$ cat src/hdl/tqlu_pkg.sv
package tqlu_pkg;

    localparam int OBS_W    = 3;
    localparam int ACT_W    = 2;
    localparam int VAL_W    = 32;
    localparam int COEF_W   = 16;
    localparam int FRAC_W   = 16;

    localparam logic [COEF_W-1:0] GAMMA_RESET = 16'd62259;
    localparam logic [COEF_W-1:0] ALPHA_RESET = 16'd55706;

    localparam logic CFG_GAMMA = 1'b0;
    localparam logic CFG_ALPHA = 1'b1;

    typedef enum logic [1:0] {
        REQ_WRITE  = 2'd0,
        REQ_UPDATE = 2'd1,
        REQ_QUERY  = 2'd2
    } t_req;

    typedef logic [3:0] t_pc;

    localparam t_pc PC_IDLE     = 4'd0;
    localparam t_pc PC_SCAN     = 4'd1;
    localparam t_pc PC_SCAN_END = 4'd2;
    localparam t_pc PC_CUR      = 4'd3;
    localparam t_pc PC_TGT      = 4'd4;
    localparam t_pc PC_MULA     = 4'd5;
    localparam t_pc PC_NEW      = 4'd6;
    localparam t_pc PC_EMIT     = 4'd7;
    localparam t_pc PC_WRITE    = 4'd8;
    localparam t_pc PC_ZERO     = 4'd9;
    localparam t_pc PC_MAX      = 4'd10;

    typedef enum logic [2:0] {
        C_NEXT,
        C_JUMP,
        C_START,
        C_SCAN,
        C_QUERY,
        C_EMIT
    } t_cond;

    typedef enum logic [1:0] {
        RD_NONE,
        RD_SCAN,
        RD_CUR
    } t_rd;

    typedef enum logic [1:0] {
        WR_NONE,
        WR_NEW,
        WR_VAL
    } t_wr;

    typedef enum logic [2:0] {
        RES_NONE,
        RES_MAX,
        RES_NEW,
        RES_WV,
        RES_ZERO
    } t_res;

    typedef struct packed {
        t_cond cond;
        t_pc   target;
        t_rd   rd;
        logic  mul_g;
        logic  tgt;
        logic  mul_a;
        t_wr   wr;
        t_res  res;
    } t_ctrl;

    // microprogram
    function automatic t_ctrl ucode(input t_pc pc);
        t_ctrl c;
        c = '{cond: C_NEXT, target: PC_IDLE, rd: RD_NONE, mul_g: 1'b0, tgt: 1'b0,
              mul_a: 1'b0, wr: WR_NONE, res: RES_NONE};
        unique case (pc)
            PC_IDLE: begin
                c.cond = C_START;
            end
            PC_SCAN: begin
                c.cond   = C_SCAN;
                c.rd     = RD_SCAN;
            end
            PC_SCAN_END: begin
                c.cond   = C_QUERY;
                c.target = PC_MAX;
            end
            PC_CUR: begin
                c.rd     = RD_CUR;
                c.mul_g  = 1'b1;
            end
            PC_TGT: begin
                c.tgt    = 1'b1;
            end
            PC_MULA: begin
                c.mul_a  = 1'b1;
            end
            PC_NEW: begin
                c.wr     = WR_NEW;
                c.res    = RES_NEW;
            end
            PC_EMIT: begin
                c.cond   = C_EMIT;
                c.target = PC_IDLE;
            end
            PC_WRITE: begin
                c.cond   = C_JUMP;
                c.target = PC_EMIT;
                c.wr     = WR_VAL;
                c.res    = RES_WV;
            end
            PC_ZERO: begin
                c.cond   = C_JUMP;
                c.target = PC_EMIT;
                c.res    = RES_ZERO;
            end
            PC_MAX: begin
                c.cond   = C_JUMP;
                c.target = PC_EMIT;
                c.res    = RES_MAX;
            end
            default: begin
                c.cond   = C_JUMP;
                c.target = PC_IDLE;
            end
        endcase
        return c;
    endfunction

endpackage

$ cat src/hdl/tqlu_ram.sv
module tqlu_ram #(
    parameter int WIDTH = 32,
    parameter int DEPTH = 24
) (
    input  logic                     i_clk,
    input  logic                     i_we,
    input  logic [$clog2(DEPTH)-1:0] i_waddr,
    input  logic [WIDTH-1:0]         i_wdata,
    input  logic                     i_re,
    input  logic [$clog2(DEPTH)-1:0] i_raddr,
    output logic [WIDTH-1:0]         o_rdata
);

    logic [WIDTH-1:0] r_mem [DEPTH];

    always_ff @(posedge i_clk) begin
        if (i_we) begin
            r_mem[i_waddr] <= i_wdata;
        end
        if (i_re) begin
            o_rdata <= r_mem[i_raddr];
        end
    end

endmodule

$ cat src/hdl/tabular_q_learning_update_unit.sv
// Tabular Q-learning update unit.
// Input stream (s_axis): one request item; tuser is the request kind (write,
// update, query), tlast marks a final step. Output stream (m_axis): exactly one
// result item per request: greedy action, Q16.16 value, saturation flag in tuser.
// Config port: gamma (index 0) and alpha (index 1), Q0.16. The user must write
// them only while idle; the block itself does not enforce this. A microcoded
// sequencer walks the table through one RAM read per cycle and, for an update,
// then runs two multiplies and one write-back. A write, an invalid or an unused
// request goes through its result step to the emit step; a query scans the row
// and emits its maximum; an update scans the next row (skipped on a final step),
// reads the current value, forms the target, multiplies and writes back, then
// emits.
// The next item is accepted the cycle after the result is loaded into the
// output register. If the receiver stalls, the finished result waits in the
// sequencer's emit step and the output register holds; s_axis_tready stays low.
// Reset (synchronous, active low) returns to idle, clears the output valid and
// restores gamma = 0.95, alpha = 0.85. Table contents are undefined until written.
module tabular_q_learning_update_unit #(
    parameter int NUM_OBS     = 8,
    parameter int NUM_ACTIONS = 3
) (
    input  logic        i_clk,
    input  logic        i_rst_n,
    input  logic        s_axis_tvalid,
    output logic        s_axis_tready,
    input  logic [71:0] s_axis_tdata,   // obs_index, action_taken, reward, next_obs, write_value
    input  logic [1:0]  s_axis_tuser,   // req_type
    input  logic        s_axis_tlast,   // final_step
    output logic        m_axis_tvalid,
    input  logic        m_axis_tready,
    output logic [39:0] m_axis_tdata,   // greedy_action, q_value, zero pad
    output logic        m_axis_tuser,   // saturated
    input  logic        i_cfg_wr_en,
    input  logic        i_cfg_index,
    input  logic [15:0] i_cfg_wdata
);
    import tqlu_pkg::*;

    localparam int DEPTH = NUM_OBS * NUM_ACTIONS;
    localparam int AW    = $clog2(DEPTH);
    localparam int ACW   = $clog2(NUM_ACTIONS);

    t_pc               r_pc, n_pc;
    t_ctrl             w_ctrl;
    logic              r_out_valid;
    logic [COEF_W-1:0] r_gamma, r_alpha;

    t_req              r_req;
    logic [OBS_W-1:0]  r_obs, r_scan_row;
    logic [ACT_W-1:0]  r_act;
    logic [VAL_W-1:0]  r_reward, r_wv;
    logic              r_fin;
    logic [ACW-1:0]    r_col, r_rd_col;
    logic              r_rd_scan_d;
    logic [VAL_W-1:0]  r_best, r_cur;
    logic [ACW-1:0]    r_best_act;
    logic [48:0]       r_p1;
    logic [33:0]       r_diff;
    logic [50:0]       r_p2;
    logic [ACW-1:0]    r_res_act;
    logic [VAL_W-1:0]  r_res_q;
    logic              r_res_sat;
    logic [ACT_W-1:0]  r_o_act;
    logic [VAL_W-1:0]  r_o_q;
    logic              r_o_sat;

    logic              w_in_acc, w_slot_free, w_emit, w_col_last;
    logic              w_vs, w_va, w_vn;
    t_pc               w_dispatch;
    t_req              w_req_in;
    logic [OBS_W-1:0]  w_obs_in, w_next_in;
    logic [ACT_W-1:0]  w_act_in;
    logic [AW-1:0]     w_scan_addr, w_cur_addr, w_raddr;
    logic              w_re, w_we;
    logic [VAL_W-1:0]  w_wdata, w_rdata;
    logic [32:0]       w_target;
    logic [35:0]       w_new;
    logic              w_sat_hi, w_sat_lo;
    logic [VAL_W-1:0]  w_new_clamp;

    assign w_ctrl    = ucode(r_pc);
    assign w_req_in  = t_req'(s_axis_tuser);
    assign w_obs_in  = s_axis_tdata[2:0];
    assign w_act_in  = s_axis_tdata[4:3];
    assign w_next_in = s_axis_tdata[39:37];

    assign s_axis_tready = (w_ctrl.cond == C_START);
    assign w_in_acc      = s_axis_tvalid && s_axis_tready;
    assign w_slot_free   = !r_out_valid || m_axis_tready;
    assign w_emit        = (w_ctrl.cond == C_EMIT) && w_slot_free;
    assign w_col_last    = (r_col == ACW'(NUM_ACTIONS - 1));

    assign w_vs = 32'(w_obs_in)  < 32'(NUM_OBS);
    assign w_va = 32'(w_act_in)  < 32'(NUM_ACTIONS);
    assign w_vn = 32'(w_next_in) < 32'(NUM_OBS);

    always_comb begin
        unique case (w_req_in)
            REQ_WRITE:  w_dispatch = (w_vs && w_va) ? PC_WRITE : PC_ZERO;
            REQ_UPDATE: w_dispatch = (w_vs && w_va && (s_axis_tlast || w_vn)) ?
                                     (s_axis_tlast ? PC_CUR : PC_SCAN) : PC_ZERO;
            REQ_QUERY:  w_dispatch = w_vs ? PC_SCAN : PC_ZERO;
            default:    w_dispatch = PC_ZERO;
        endcase
    end

    always_comb begin
        n_pc = r_pc;
        unique case (w_ctrl.cond)
            C_NEXT:  n_pc = t_pc'(r_pc + 1'b1);
            C_JUMP:  n_pc = w_ctrl.target;
            C_START: if (w_in_acc) n_pc = w_dispatch;
            C_SCAN:  if (w_col_last) n_pc = t_pc'(r_pc + 1'b1);
            C_QUERY: n_pc = (r_req == REQ_QUERY) ? w_ctrl.target : t_pc'(r_pc + 1'b1);
            C_EMIT:  if (w_slot_free) n_pc = w_ctrl.target;
            default: n_pc = PC_IDLE;
        endcase
    end

    // table access
    assign w_scan_addr = AW'(32'(r_scan_row) * 32'(NUM_ACTIONS) + 32'(r_col));
    assign w_cur_addr  = AW'(32'(r_obs) * 32'(NUM_ACTIONS) + 32'(r_act));
    assign w_re        = (w_ctrl.rd != RD_NONE);
    assign w_raddr     = (w_ctrl.rd == RD_SCAN) ? w_scan_addr : w_cur_addr;
    assign w_we        = (w_ctrl.wr != WR_NONE);
    assign w_wdata     = (w_ctrl.wr == WR_NEW) ? w_new_clamp : r_wv;

    tqlu_ram #(
        .WIDTH (VAL_W),
        .DEPTH (DEPTH)
    ) u_table (
        .i_clk   (i_clk),
        .i_we    (w_we),
        .i_waddr (w_cur_addr),
        .i_wdata (w_wdata),
        .i_re    (w_re),
        .i_raddr (w_raddr),
        .o_rdata (w_rdata)
    );

    // arithmetic
    assign w_target = r_fin ? {r_reward[31], r_reward}
                            : {r_reward[31], r_reward} + {r_p1[47], r_p1[47:16]};
    assign w_new    = {{4{r_cur[31]}}, r_cur} + {r_p2[50], r_p2[50:16]};
    assign w_sat_hi = !w_new[35] && (|w_new[34:31]);
    assign w_sat_lo =  w_new[35] && !(&w_new[34:31]);
    assign w_new_clamp = w_sat_hi ? 32'h7FFF_FFFF :
                         w_sat_lo ? 32'h8000_0000 : w_new[31:0];

    always_ff @(posedge i_clk) begin
        if (!i_rst_n) begin
            r_pc        <= PC_IDLE;
            r_out_valid <= 1'b0;
            r_rd_scan_d <= 1'b0;
            r_gamma     <= GAMMA_RESET;
            r_alpha     <= ALPHA_RESET;
        end else begin
            r_pc        <= n_pc;
            r_rd_scan_d <= (w_ctrl.rd == RD_SCAN);
            if (w_emit) begin
                r_out_valid <= 1'b1;
            end else if (m_axis_tready) begin
                r_out_valid <= 1'b0;
            end
            if (i_cfg_wr_en && i_cfg_index == CFG_GAMMA) begin
                r_gamma <= i_cfg_wdata;
            end
            if (i_cfg_wr_en && i_cfg_index == CFG_ALPHA) begin
                r_alpha <= i_cfg_wdata;
            end
        end
    end

    always_ff @(posedge i_clk) begin
        if (w_in_acc) begin
            r_req      <= w_req_in;
            r_obs      <= w_obs_in;
            r_act      <= w_act_in;
            r_reward   <= s_axis_tdata[36:5];
            r_wv       <= s_axis_tdata[71:40];
            r_fin      <= s_axis_tlast;
            r_scan_row <= (w_req_in == REQ_QUERY) ? w_obs_in : w_next_in;
            r_col      <= '0;
            r_best_act <= '0;
        end else if (w_ctrl.rd == RD_SCAN) begin
            r_col <= ACW'(r_col + 1'b1);
        end
        r_rd_col <= r_col;
        // first maximum wins on ties
        if (r_rd_scan_d && (r_rd_col == '0 || $signed(w_rdata) > $signed(r_best))) begin
            r_best     <= w_rdata;
            r_best_act <= r_rd_col;
        end
        if (w_ctrl.mul_g) begin
            r_p1 <= $signed({1'b0, r_gamma}) * $signed(r_best);
        end
        if (w_ctrl.tgt) begin
            r_cur  <= w_rdata;
            r_diff <= {w_target[32], w_target} - {{2{w_rdata[31]}}, w_rdata};
        end
        if (w_ctrl.mul_a) begin
            r_p2 <= $signed({1'b0, r_alpha}) * $signed(r_diff);
        end
        case (w_ctrl.res)
            RES_MAX: begin
                r_res_act <= r_best_act;
                r_res_q   <= r_best;
                r_res_sat <= 1'b0;
            end
            RES_NEW: begin
                r_res_act <= r_best_act;
                r_res_q   <= w_new_clamp;
                r_res_sat <= w_sat_hi || w_sat_lo;
            end
            RES_WV: begin
                r_res_act <= '0;
                r_res_q   <= r_wv;
                r_res_sat <= 1'b0;
            end
            RES_ZERO: begin
                r_res_act <= '0;
                r_res_q   <= '0;
                r_res_sat <= 1'b0;
            end
            default: begin
            end
        endcase
        if (w_emit) begin
            r_o_act <= ACT_W'(r_res_act);
            r_o_q   <= r_res_q;
            r_o_sat <= r_res_sat;
        end
    end

    assign m_axis_tvalid = r_out_valid;
    assign m_axis_tdata  = {6'd0, r_o_q, r_o_act};
    assign m_axis_tuser  = r_o_sat;

`ifndef SYNTHESIS
    a_no_write_idle: assert property (@(posedge i_clk) disable iff (!i_rst_n)
        s_axis_tready |-> !w_we)
        else $error("table written while idle");

    a_sat_clamped: assert property (@(posedge i_clk) disable iff (!i_rst_n)
        (m_axis_tvalid && m_axis_tuser) |->
            (m_axis_tdata[33:2] == 32'h7FFF_FFFF || m_axis_tdata[33:2] == 32'h8000_0000))
        else $error("saturated result not at a limit");

    a_busy_after_accept: assert property (@(posedge i_clk) disable iff (!i_rst_n)
        (s_axis_tvalid && s_axis_tready) |=> !s_axis_tready)
        else $error("second item taken before result");
`endif

endmodule
$ cat config.mk
export PLATFORM = sky130hd
export DESIGN_NAME = tabular_q_learning_update_unit
export DESIGN_NICKNAME = d
export VERILOG_FILES = /design/src/hdl/tqlu_pkg.sv /design/src/hdl/tqlu_ram.sv /design/src/hdl/tabular_q_learning_update_unit.sv
export SDC_FILE = /design/constraint.sdc
export NUM_CORES = 2
export LEC_CHECK = 0
export BUFFER_PORTS_ARGS = -buffer_cell sky130_fd_sc_hd__buf_4
export CAP_MARGIN = 20
export CORE_MARGIN = 2
export CORE_UTILIZATION = 35
export CTS_CLUSTER_SIZE = 14
export DETAILED_ROUTE_END_ITERATION = 6
export GPL_TIMING_DRIVEN = 0
export PLACE_DENSITY = 0.49
export RECOVER_POWER = 25
export SYNTH_ARGS = -nofsm -noshare
export SYNTH_HDL_FRONTEND = slang
export SYNTH_HIERARCHICAL = 1
export SYNTH_SLANG_ARGS = --single-unit
$ cat constraint.sdc
create_clock -name i_clk -period 15.4 [get_ports i_clk]
set_clock_uncertainty 0.15 [all_clocks]
set_input_delay 2.31 -clock i_clk [delete_from_list [all_inputs] [get_ports i_clk]]
set_output_delay 2.31 -clock i_clk [all_outputs]
set_load 0.03 [all_outputs]
==> out/results.ini <==
[yosys]
synth_top_area_share_pct = 39.1
synth_commonest_cells = inv_1 (1290), edfxtp_1 (1112), fa_1 (1004), nand2_1 (983), and2_1 (404)
yosys_warnings = 6
netlist.top_cell.by_area = edfxtp_1
async_flop_share_pct = 0
synth-edff-count = 1112
yosysUniqueCellTypes = 86
yosysSeqAreaShare_pct = 40.1
synth_flop_cell = edfxtp_1
synth_seq_cells = 1154
synth_most_common_cell = inv_1
synthesis.area_um2 = 85400
syn_inst = 7346
avgSynthCellArea_um2 = 11.6
ys_top_cells_by_area = edfxtp_1 (39%), fa_1 (24%), inv_1 (5.7%), ha_1 (5.6%), nand2_1 (4.3%)

[outcome]
violations = design-rule violations, max-capacitance violations, max-slew violations
status = finished, violations left

[timing]
period_share_pct = 59.9
setup_viol = 0
tns_ns = 0
setup_ws_ns = 6.18
rsz0062_at_grt = false
worst_slew_pin_slew_ns = 3.71
max_freq_ghz = 0.108
slew_headroom_pct = -147
drv_slew = 249
min_period_ns = 9.22
finalHoldViolations = 0

[global_routing]
overflow = 0
grt_max_degree = 58
track_usage_pct = 21.7
grt_antenna_before_repair = 15
grt_pass1_wl_mm = 394
grt_pass1_vias = 57964

[flow_run]
maxCapViolCount = 8

[die]
initial_core_util_pct = 35.2
num_io_pins = 140
coreArea_um2 = 243000
die-height_um = 498
fp.dieW_um = 498
die-area_um2 = 248000
row_count = 181

[placed_design]
pre_cts_ws_ns = 6.36
dp_hpwl_mm = 213
io_buffers = 132
gp_congestion = 0.934

[min_path]
hp-start = r_col[1]$_SDFFE_PP0P_
hold_path_end = r_rd_col[1]$_DFF_P_
whs_path_depth = 0
min_path_type = reg2reg

[clocking]
clock-root-buffer = clkbuf_16
cts_sinks = 1154
clock_path_buffers = 3
postCtsSetupBuffers = 0
cts_buffers = 135
tritoncts = built
clock_latency_ns = 0.82
cts_resized = 0
htreeDepth = 4
path_clk_slew_ns = 0.07
cts_hold_buffers = 0

[detailed_routing]
antenna_left = 0
first_pass_iters = 7
via_per_inst = 5.02
drc = 2
wl_per_cell_um = 24.2
wl_mm = 267
vias = 55311
detail_route.iter0.violations = 4059

[critical_path]
worstSetupPathType = reg2reg
r2r_start = r_best[10]$_DFFE_PP_
r2r_cells = 23
cp-end-kind = flop
arrival_ns = 9.60
r2r-end = r_p1[47]$_DFFE_PP_
setup.worst_path.start_class = flop
critPathMaxFanout = 10
critPathRequiredTime_ns = 15.78
reg2reg_setup_slack_ns = 6.18

[final_layout]
drive_gt1_share_pct = 8.80
area_delta_synth_final_pct = 12.5
final_util_pct = 39.6
fillers = 23483
nNetsFinal = 9174

-- placed cells by master, fill, tap and decap left out, drive strengths merged, types with 21 or more instances in the layout --
cell type,Yosys,final
a211oi,25,25
a21o,76,76
a21oi,208,208
a22oi,106,106
and2,405,405
buf,69,188
clkbuf,282,535
clkinv,0,50
dfxtp,42,42
edfxtp,1112,1112
fa,1004,1004
ha,382,382
inv,1291,1300
mux2,40,40
mux2i,237,237
mux4,76,76
nand2,983,983
nand2b,21,21
nand3,105,105
nand4,65,65
nor2,204,204
nor2b,28,28
nor3,34,34
o21a,36,36
o21ai,124,124
o21bai,22,22
xnor2,108,108
xor2,45,45
-- worst max-delay path: stages, from the launching register on --
cell,delay (ns)
edfxtp_1,0.32
clkbuf_1,0.69
clkbuf_1,0.66
nand2_1,0.18
fa_1,0.57
fa_1,0.58
fa_1,0.45
fa_1,0.55
inv_1,0.05
fa_1,0.47
inv_1,0.05
fa_1,0.47
inv_1,0.04
ha_1,0.28
a21oi_1,0.17
o21ai_0,0.27
or3_1,0.47
o211ai_1,0.40
o31a_1,0.37
a2bb2oi_1,0.43
o21ai_1,0.22
o41ai_1,0.61
o21ba_2,0.23
xnor2_1,0.26
-- flip-flops by register name (all words and copies together) (netlist names), 3 cells and up --
signal,flops
u_table/r_mem,768
r_p2,35
r_diff,34
r_best,32
r_cur,32
r_o_q,32
r_p1,32
r_res_q,32
r_reward,32
r_wv,32
u_table/o_rdata,32
r_alpha,16
r_gamma,16
r_pc,4
r_obs,3
r_scan_row,3
-- how the worst max path moves through the flow --
| stage | from | endpoint | cells past startpoint |
|---|---|---|---|
| 3_5_place_dp | r_best[10]$_DFFE_PP_ | r_p1[47]$_DFFE_PP_ | 23 |
| 4_1_cts | r_best[10]$_DFFE_PP_ | r_p1[47]$_DFFE_PP_ | 23 |
| 5_1_grt | r_best[10]$_DFFE_PP_ | r_p1[47]$_DFFE_PP_ | 23 |
| 6_report | r_best[10]$_DFFE_PP_ | r_p1[47]$_DFFE_PP_ | 23 |
| 3_3_place_gp | r_gamma[4]$_SDFFE_PN1P_ | r_p1[40]$_DFFE_PP_ | 21 |
| 2_1_floorplan | r_best[10]$_DFFE_PP_ | r_p1[47]$_DFFE_PP_ | 23 |
-- metrics by stage --
| step | hold WS, ns | cell area (µm²) | instances |
|---|---|---|---|
| after CTS | 0.264 | 96400 | 10998 |
| after floorplan | 0.229 | 85500 | 7351 |
| after detailed placement | 0.255 | 92000 | 10756 |
| after global placement | 0.245 | 90500 | 10685 |
| after global routing | 0.271 | 96100 | 11001 |
| final | 0.264 | 96100 | 11010 |
-- routing by layer --
layer	GRT usage (%)	wire length (µm)
met5	0	0
met4	9.73	13500
met3	2.70	12800
met2	35.8	127000
met1	28.7	113000
-- cell type report --
type                    instances  area (µm²)  share of cell area [%]
repair buffers                203        2010                    2.09
well taps                    3202        4010                    4.17
clock inverters                73         827                   0.860
inverters                    1291        4850                    5.04
multi-input cells            4555       45100                    46.9
diodes                         12        30.0                  0.0312
plain buffers                 351        1550                    1.62
flip-flops and latches       1154       34200                    35.6
clock buffers                 169        3570                    3.71
-- kinds of logic (layout without fill, tap and decap cells) --
group	Yosys count	count (layout)	share of synthesized area [%]
and+or+nand+nor	1913	1913	10.4
buffers and inverters	1642	2087	7.49
adders and majority gates	1386	1386	29.1
DFF	1154	1154	40.1
AOI/OAI and AO/OA	744	744	6.05
muxes	353	353	5.31
xor gates and xnor gates	153	153	1.57
other	1	18	0.00439
Power is not shown: default switching activity piles up to over one toggle a cycle in this logic, so the estimate is an artifact.
